### src/rwol_pkg.sv
// ----------------------------------------------------------------------------
// rwol_pkg
// shared types and constants of the write record ring with offset lookup
// ----------------------------------------------------------------------------
package rwol_pkg;

    localparam int RING_DEPTH_DEF = 16;

    localparam int HANDLE_W = 32;
    localparam int LENGTH_W = 20;
    localparam int OFFSET_W = 24;

    localparam logic MODE_ADD  = 1'b0;
    localparam logic MODE_FIND = 1'b1;

    typedef struct packed {
        logic                mode;
        logic [HANDLE_W-1:0] entry_handle;
        logic [LENGTH_W-1:0] entry_length;
        logic [OFFSET_W-1:0] char_pos;
    } t_in_req;

    typedef struct packed {
        logic                found;
        logic [HANDLE_W-1:0] found_handle;
        logic [LENGTH_W-1:0] offset_in_entry;
    } t_out_rsp;

endpackage

### src/rwol_ram.sv
// ----------------------------------------------------------------------------
// rwol_ram
// generic simple dual port ram, one write port, one read port, registered read
// ----------------------------------------------------------------------------
module rwol_ram #(
    parameter int WIDTH = 8,
    parameter int DEPTH = 16
) (
    input  logic                     i_clk,
    input  logic                     i_we,
    input  logic [$clog2(DEPTH)-1:0] i_waddr,
    input  logic [WIDTH-1:0]         i_wdata,
    input  logic [$clog2(DEPTH)-1:0] i_raddr,
    output logic [WIDTH-1:0]         o_rdata
);

    logic [WIDTH-1:0] r_mem [DEPTH];
    logic [WIDTH-1:0] r_rdata;

    always_ff @(posedge i_clk) begin
        if (i_we) begin
            r_mem[i_waddr] <= i_wdata;
        end
        r_rdata <= r_mem[i_raddr];
    end

    assign o_rdata = r_rdata;

endmodule

### src/ring_of_write_records_offset_lookup.sv
// ----------------------------------------------------------------------------
// ring_of_write_records_offset_lookup
// ring of write records (handle, byte length) with character offset lookup
// ----------------------------------------------------------------------------
// input channel: i_in_valid / o_in_stall carry one request in i_in_data.
//   mode add stores a record at the write index, overwriting the oldest
//   record once the ring is full. mode find walks the records oldest to
//   newest as one byte stream and reports the record holding char_pos.
// output channel: o_out_valid / i_out_stall carry exactly one response per
//   request in o_out_data, in request order.
// timing: an add goes from acceptance straight to the emit state. a find
//   visits stored records until a hit, at most RING_DEPTH of them. the
//   walk reads one record per cycle through the single read port of the
//   record memory. a new request is taken once the previous response sits
//   in the output register.
// reset: indices and the full flag clear, so the ring is empty; the record
//   memory keeps its contents and is not cleared.
// stall: while i_out_stall holds a response, the block finishes at most one
//   more request and then raises o_in_stall until the output drains.
// ----------------------------------------------------------------------------
module ring_of_write_records_offset_lookup #(
    parameter int RING_DEPTH = rwol_pkg::RING_DEPTH_DEF
) (
    input  logic              i_clk,
    input  logic              i_rst_n,
    input  logic              i_in_valid,
    output logic              o_in_stall,
    input  rwol_pkg::t_in_req i_in_data,
    output logic              o_out_valid,
    input  logic              i_out_stall,
    output rwol_pkg::t_out_rsp o_out_data
);

    localparam int IDX_W  = $clog2(RING_DEPTH);
    localparam int DATA_W = rwol_pkg::HANDLE_W + rwol_pkg::LENGTH_W;

    typedef enum logic [1:0] {
        S_IDLE,
        S_WALK,
        S_EMIT
    } t_state;

    t_state                        r_state;
    logic [IDX_W-1:0]              r_write_index;
    logic [IDX_W-1:0]              r_read_index;
    logic                          r_ring_full;
    logic [IDX_W-1:0]              r_slot;
    logic [rwol_pkg::OFFSET_W-1:0] r_total;
    logic [rwol_pkg::OFFSET_W-1:0] r_target;
    rwol_pkg::t_out_rsp            r_res;
    logic                          r_out_valid;
    rwol_pkg::t_out_rsp            r_out_data;

    logic                          in_accept;
    logic                          out_free;
    logic                          emit_now;
    logic                          ring_empty;
    logic [IDX_W-1:0]              n_write_index;
    logic [IDX_W-1:0]              n_read_index;
    logic [IDX_W-1:0]              slot_next;
    logic                          ram_we;
    logic [IDX_W-1:0]              ram_raddr;
    logic [DATA_W-1:0]             ram_wdata;
    logic [DATA_W-1:0]             ram_rdata;
    logic [rwol_pkg::HANDLE_W-1:0] rd_handle;
    logic [rwol_pkg::LENGTH_W-1:0] rd_length;
    logic [rwol_pkg::OFFSET_W:0]   sum;
    logic                          hit;
    logic [rwol_pkg::OFFSET_W-1:0] diff;
    logic                          walk_end;

    assign o_in_stall  = (r_state != S_IDLE);
    assign in_accept   = i_in_valid && (r_state == S_IDLE);
    assign out_free    = !r_out_valid || !i_out_stall;
    assign emit_now    = (r_state == S_EMIT) && out_free;
    assign ring_empty  = (r_write_index == r_read_index) && !r_ring_full;

    assign n_write_index = (r_write_index == IDX_W'(RING_DEPTH - 1)) ?
                           '0 : r_write_index + 1'b1;
    assign n_read_index  = r_ring_full ? n_write_index : r_read_index;
    assign slot_next     = (r_slot == IDX_W'(RING_DEPTH - 1)) ? '0 : r_slot + 1'b1;

    assign ram_we    = in_accept && (i_in_data.mode == rwol_pkg::MODE_ADD);
    assign ram_wdata = {i_in_data.entry_handle, i_in_data.entry_length};
    assign ram_raddr = (r_state == S_WALK) ? slot_next : r_read_index;

    rwol_ram #(
        .WIDTH (DATA_W),
        .DEPTH (RING_DEPTH)
    ) u_rec_ram (
        .i_clk   (i_clk),
        .i_we    (ram_we),
        .i_waddr (r_write_index),
        .i_wdata (ram_wdata),
        .i_raddr (ram_raddr),
        .o_rdata (ram_rdata)
    );

    assign rd_handle = ram_rdata[DATA_W-1:rwol_pkg::LENGTH_W];
    assign rd_length = ram_rdata[rwol_pkg::LENGTH_W-1:0];
    assign sum       = {1'b0, r_total} + (rwol_pkg::OFFSET_W + 1)'(rd_length);
    assign hit       = sum > {1'b0, r_target};
    assign diff      = r_target - r_total;
    // full ring returns to the write index after visiting every slot too
    assign walk_end  = (slot_next == r_write_index);

    always_ff @(posedge i_clk) begin
        if (!i_rst_n) begin
            r_state       <= S_IDLE;
            r_write_index <= '0;
            r_read_index  <= '0;
            r_ring_full   <= 1'b0;
            r_out_valid   <= 1'b0;
        end else begin
            if (emit_now) begin
                r_out_valid <= 1'b1;
                r_out_data  <= r_res;
            end else if (!i_out_stall) begin
                r_out_valid <= 1'b0;
            end
            unique case (r_state)
                S_IDLE: begin
                    if (in_accept) begin
                        r_res    <= '0;
                        r_target <= i_in_data.char_pos;
                        r_total  <= '0;
                        r_slot   <= r_read_index;
                        if (i_in_data.mode == rwol_pkg::MODE_ADD) begin
                            r_write_index <= n_write_index;
                            r_read_index  <= n_read_index;
                            r_ring_full   <= (n_write_index == n_read_index);
                            r_state       <= S_EMIT;
                        end else if (ring_empty) begin
                            r_state <= S_EMIT;
                        end else begin
                            r_state <= S_WALK;
                        end
                    end
                end
                S_WALK: begin
                    if (hit) begin
                        r_res.found           <= 1'b1;
                        r_res.found_handle    <= rd_handle;
                        r_res.offset_in_entry <= diff[rwol_pkg::LENGTH_W-1:0];
                        r_state               <= S_EMIT;
                    end else begin
                        r_total <= sum[rwol_pkg::OFFSET_W-1:0];
                        r_slot  <= slot_next;
                        if (walk_end) begin
                            r_state <= S_EMIT;
                        end
                    end
                end
                S_EMIT: begin
                    if (out_free) begin
                        r_state <= S_IDLE;
                    end
                end
                default: begin
                    r_state <= S_IDLE;
                end
            endcase
        end
    end

    assign o_out_valid = r_out_valid;
    assign o_out_data  = r_out_data;

endmodule

### config.mk
export PLATFORM = sky130hd
export DESIGN_NAME = ring_of_write_records_offset_lookup
export DESIGN_NICKNAME = d
export VERILOG_FILES = /design/src/rwol_pkg.sv /design/src/rwol_ram.sv /design/src/ring_of_write_records_offset_lookup.sv
export SDC_FILE = /design/constraint.sdc
export NUM_CORES = 1
export LEC_CHECK = 0
export BUFFER_PORTS_ARGS = -buffer_cell sky130_fd_sc_hd__buf_2
export CAP_MARGIN = 10
export CORE_ASPECT_RATIO = 1.4
export CORE_UTILIZATION = 25
export CTS_CLUSTER_SIZE = 12
export DETAILED_ROUTE_END_ITERATION = 12
export REMOVE_ABC_BUFFERS = 1
export SETUP_SLACK_MARGIN = 0.02
export SLEW_MARGIN = 20
export SYNTH_ARGS = -nofsm -noshare
export SYNTH_HDL_FRONTEND = slang
export SYNTH_HIERARCHICAL = 1
export SYNTH_SLANG_ARGS = --single-unit
### constraint.sdc
create_clock -name i_clk -period 15.7 [get_ports i_clk]
set_input_delay 1.57 -clock i_clk [delete_from_list [all_inputs] [get_ports i_clk]]
set_output_delay 1.57 -clock i_clk [all_outputs]
set_load 0.05 [all_outputs]
==> impl_metrics.toml <==
[outcome]
status = "finished clean"

[global_routing]
grt_pass1_vias = 20370
grt_antenna_before_repair = 39
grt_pass1_wl_mm = 136.9
grt_use_total = 0.1131
overflow = 0
grt_max_degree = 118

[setup_path]
path_delay_family = "simple AND/OR/NAND/NOR gates"
path_buf_inv = 2
slowest_stage = "or4_1"
critPathArrivalTime_ps = 5770
worst-path-stages = 21
required_ps = 16000
r2r_slack_ps = 10230
crit_fanout = 28
crit_path_max_incr_delay_ps = 520
path_cells = "ha_1, inv_1, fa_1, and2b_1, o2111ai_1, a211oi_1, nor3_1, o31ai_2, a21oi_2, o21ai_0, nand2_1, ha_1, nand4_1, or3_1, or4_1, mux2i_1, a21oi_1, nor2b_1, o21ai_0, a21oi_2, buf_4"
r2r_cells = 21
worstSetupEndpointType = "flip-flop"
crit_type = "flip-flop to flip-flop"
start_kind = "flip-flop"

[synth]
avgSynthCellArea_um2 = 19.96
syn_inst = 2044
async_flop_share = 0
ys_warn_count = 6
netlist_area_mm2 = 0.04079
synthFlopType = "edfxtp_1"
seq_area_frac_synth = 0.7602
synth_cell_types = 62
synth_edf_count = 990
synth_seq_cells = 1054

[sta]
setup_viol = 0
fmax_mhz = 182.7
slew_headroom = 0.2145
rsz0062_at_grt = "no"
min_period_ps = 5473
setup_slack_ps = 10230
clock_skew_ps = 36.50
hold_viol = 0
drv_slew = 0
fin_crit_sh = 0.3486
tightestPinTransition_ps = 1178
setup-tns-final_ps = 0
holdWs_ps = 416.4

[clocking]
cts_root_buf = "clkbuf_16"
cts_sinks = 1054
post_cts_resized = 0
clockBufferDepth = 3
hold_buffers = 0
cts_htree_levels = 3
cts_tree = "yes"
clk_latency_ps = 680
post_cts_buffers = 0
clk_pin_slew_worst_paths_ps = 60
cts_buffers = 105

[placed_design]
hpwl_mm = 48.85
place.gp.congestion = 0.7773
placed_area_mm2 = 0.04411
post-place-ws_ps = 10200
port_buffers = 135

[die]
die_area_mm2 = 0.1648
io-pin-count = 136
rows = 175
coreArea_mm2 = 0.1622
start_util = 0.2514
die_h_um = 480.0
die_w_um = 343.4

[power_and_ir_drop]
powerDensity_mw_per_mm2 = 125.2
ir_worst_vdd_v = 0.00008537
totalPowerFinal_uw = 5932
p_leak_uw = 0.01506

[detailed_routing]
vias_per_cell = 4.514
drc = 0
first_pass_iters = 5
num_vias = 20060
ant_nets = 0
wl_per_cell_um = 21.25
drt_first_iter_violations = 1660
wl_mm = 94.46

[cells_and_area]
synthToLayoutAreaGrowth_pct = 16.15
layout_common_cells = "990 x edfxtp_1, 208 x mux4_2, 135 x buf_2, 108 x clkbuf_16, 104 x a22oi_1"
postLayoutCellArea_mm2 = 0.04738
layout.nets = 2387
layout-drive-gt1-share = 0.2373
final_common_cell = "edfxtp_1"

[min_path]
hold_path.class = "flip-flop to flip-flop"
worstHoldPathCells = 0

[flow_run]
maxCapViolations = 0
[path summary, 6_finish.rpt]
kind                                  from              to
worst min register to register   r_res[10]  o_out_data[10]
worst max register to register  r_total[0]     r_total[21]
worst min-delay path             r_res[10]  o_out_data[10]
worst max-delay path            r_total[0]     r_total[21]
[cell type report]
class / instances / area, um2
Multi-Input combinational cell: 853 / 9294
Clock inverter: 22 / 252.7
Antenna cell: 2 / 5.005
Timing Repair Buffer: 171 / 978.4
Fill cell: 15840 / 114900
Clock buffer: 164 / 2983
Tap cell: 2124 / 2658
Inverter: 54 / 202.7
Sequential cell: 1054 / 31010
[sequential cells by signal, indices dropped and copies added (netlist names)]
register / count
u_rec_ram/r_mem: 832
r_total: 24
r_write_index: 4
o_out_data: 53
u_rec_ram/o_rdata: 52
r_read_index: 4
r_state: 2
r_res: 53
r_slot: 4
r_target: 24
r_ring_full: 1
o_out_valid: 1
[synthesized netlist by cell type (9+ instances only)]
master,n,area [um2]
edfxtp_1,990,29730
mux4_2,208,4684
a22oi_1,104,780.8
nand2_1,94,352.8
ha_1,65,813.3
dfxtp_1,64,1281
and2_1,59,369.1
inv_1,54,202.7
nor2_1,49,183.9
clkbuf_1,43,161.4
a21oi_1,31,155.2
xnor2_1,29,254.0
o21ai_0,28,140.1
buf_2,22,110.1
xor2_1,18,157.7
buf_6,15,168.9
nor2b_1,15,93.84
a21o_1,14,105.1
nand2b_1,13,81.33
nor3_1,13,65.06
nand3_1,11,55.05
o21a_1,9,67.56
[per-stage QoR]
step           utilization  instances
6_report            0.2920       4444
5_1_grt             0.2920       4442
4_1_cts             0.2918       4441
3_5_place_dp        0.2719       4255
3_3_place_gp        0.2719       4255
2_1_floorplan            -       1961
[worst reg2reg max path, cell delays in order (launching register included)]
cell and delay [ps]:
edfxtp_1 360, ha_1 200, inv_1 60, fa_1 400, and2b_1 230, o2111ai_1 160, a211oi_1 380, nor3_1 170
o31ai_2 310, a21oi_2 140, o21ai_0 220, nand2_1 90, ha_1 300, nand4_1 120, or3_1 400, or4_1 520
mux2i_1 140, a21oi_1 100, nor2b_1 120, o21ai_0 130, a21oi_2 160, buf_4 390
[report_power, final]
group	internal, uW	switching [uW]
Clock	1360	1020
Sequential	3130	22.7
Combinational	148	245
[routing by layer]
layer	GRT usage	share of wire	vias to the layer above
li1	-	-	8678
met1	0.1577	0.45	10550
met2	0.1815	0.47	638
met3	0.02008	0.058	173
met4	0.02837	0.021	24
met5	0	0.0015	-
[kinds of logic (layout without fill, tap and decap cells)]
family / after synthesis / in the layout / share of synthesized area
other: 0 / 2 / 0
muxes: 215 / 215 / 0.1166
and+or+nand+nor: 285 / 285 / 0.03490
DFF: 1054 / 1054 / 0.7602
adders and majority gates: 67 / 67 / 0.02092
xor gates and xnor gates: 47 / 47 / 0.01009
buffers and inverters: 137 / 411 / 0.01604
AOI/OAI and AO/OA: 239 / 239 / 0.04134
Note: power is estimated with default switching activity, not from simulation.
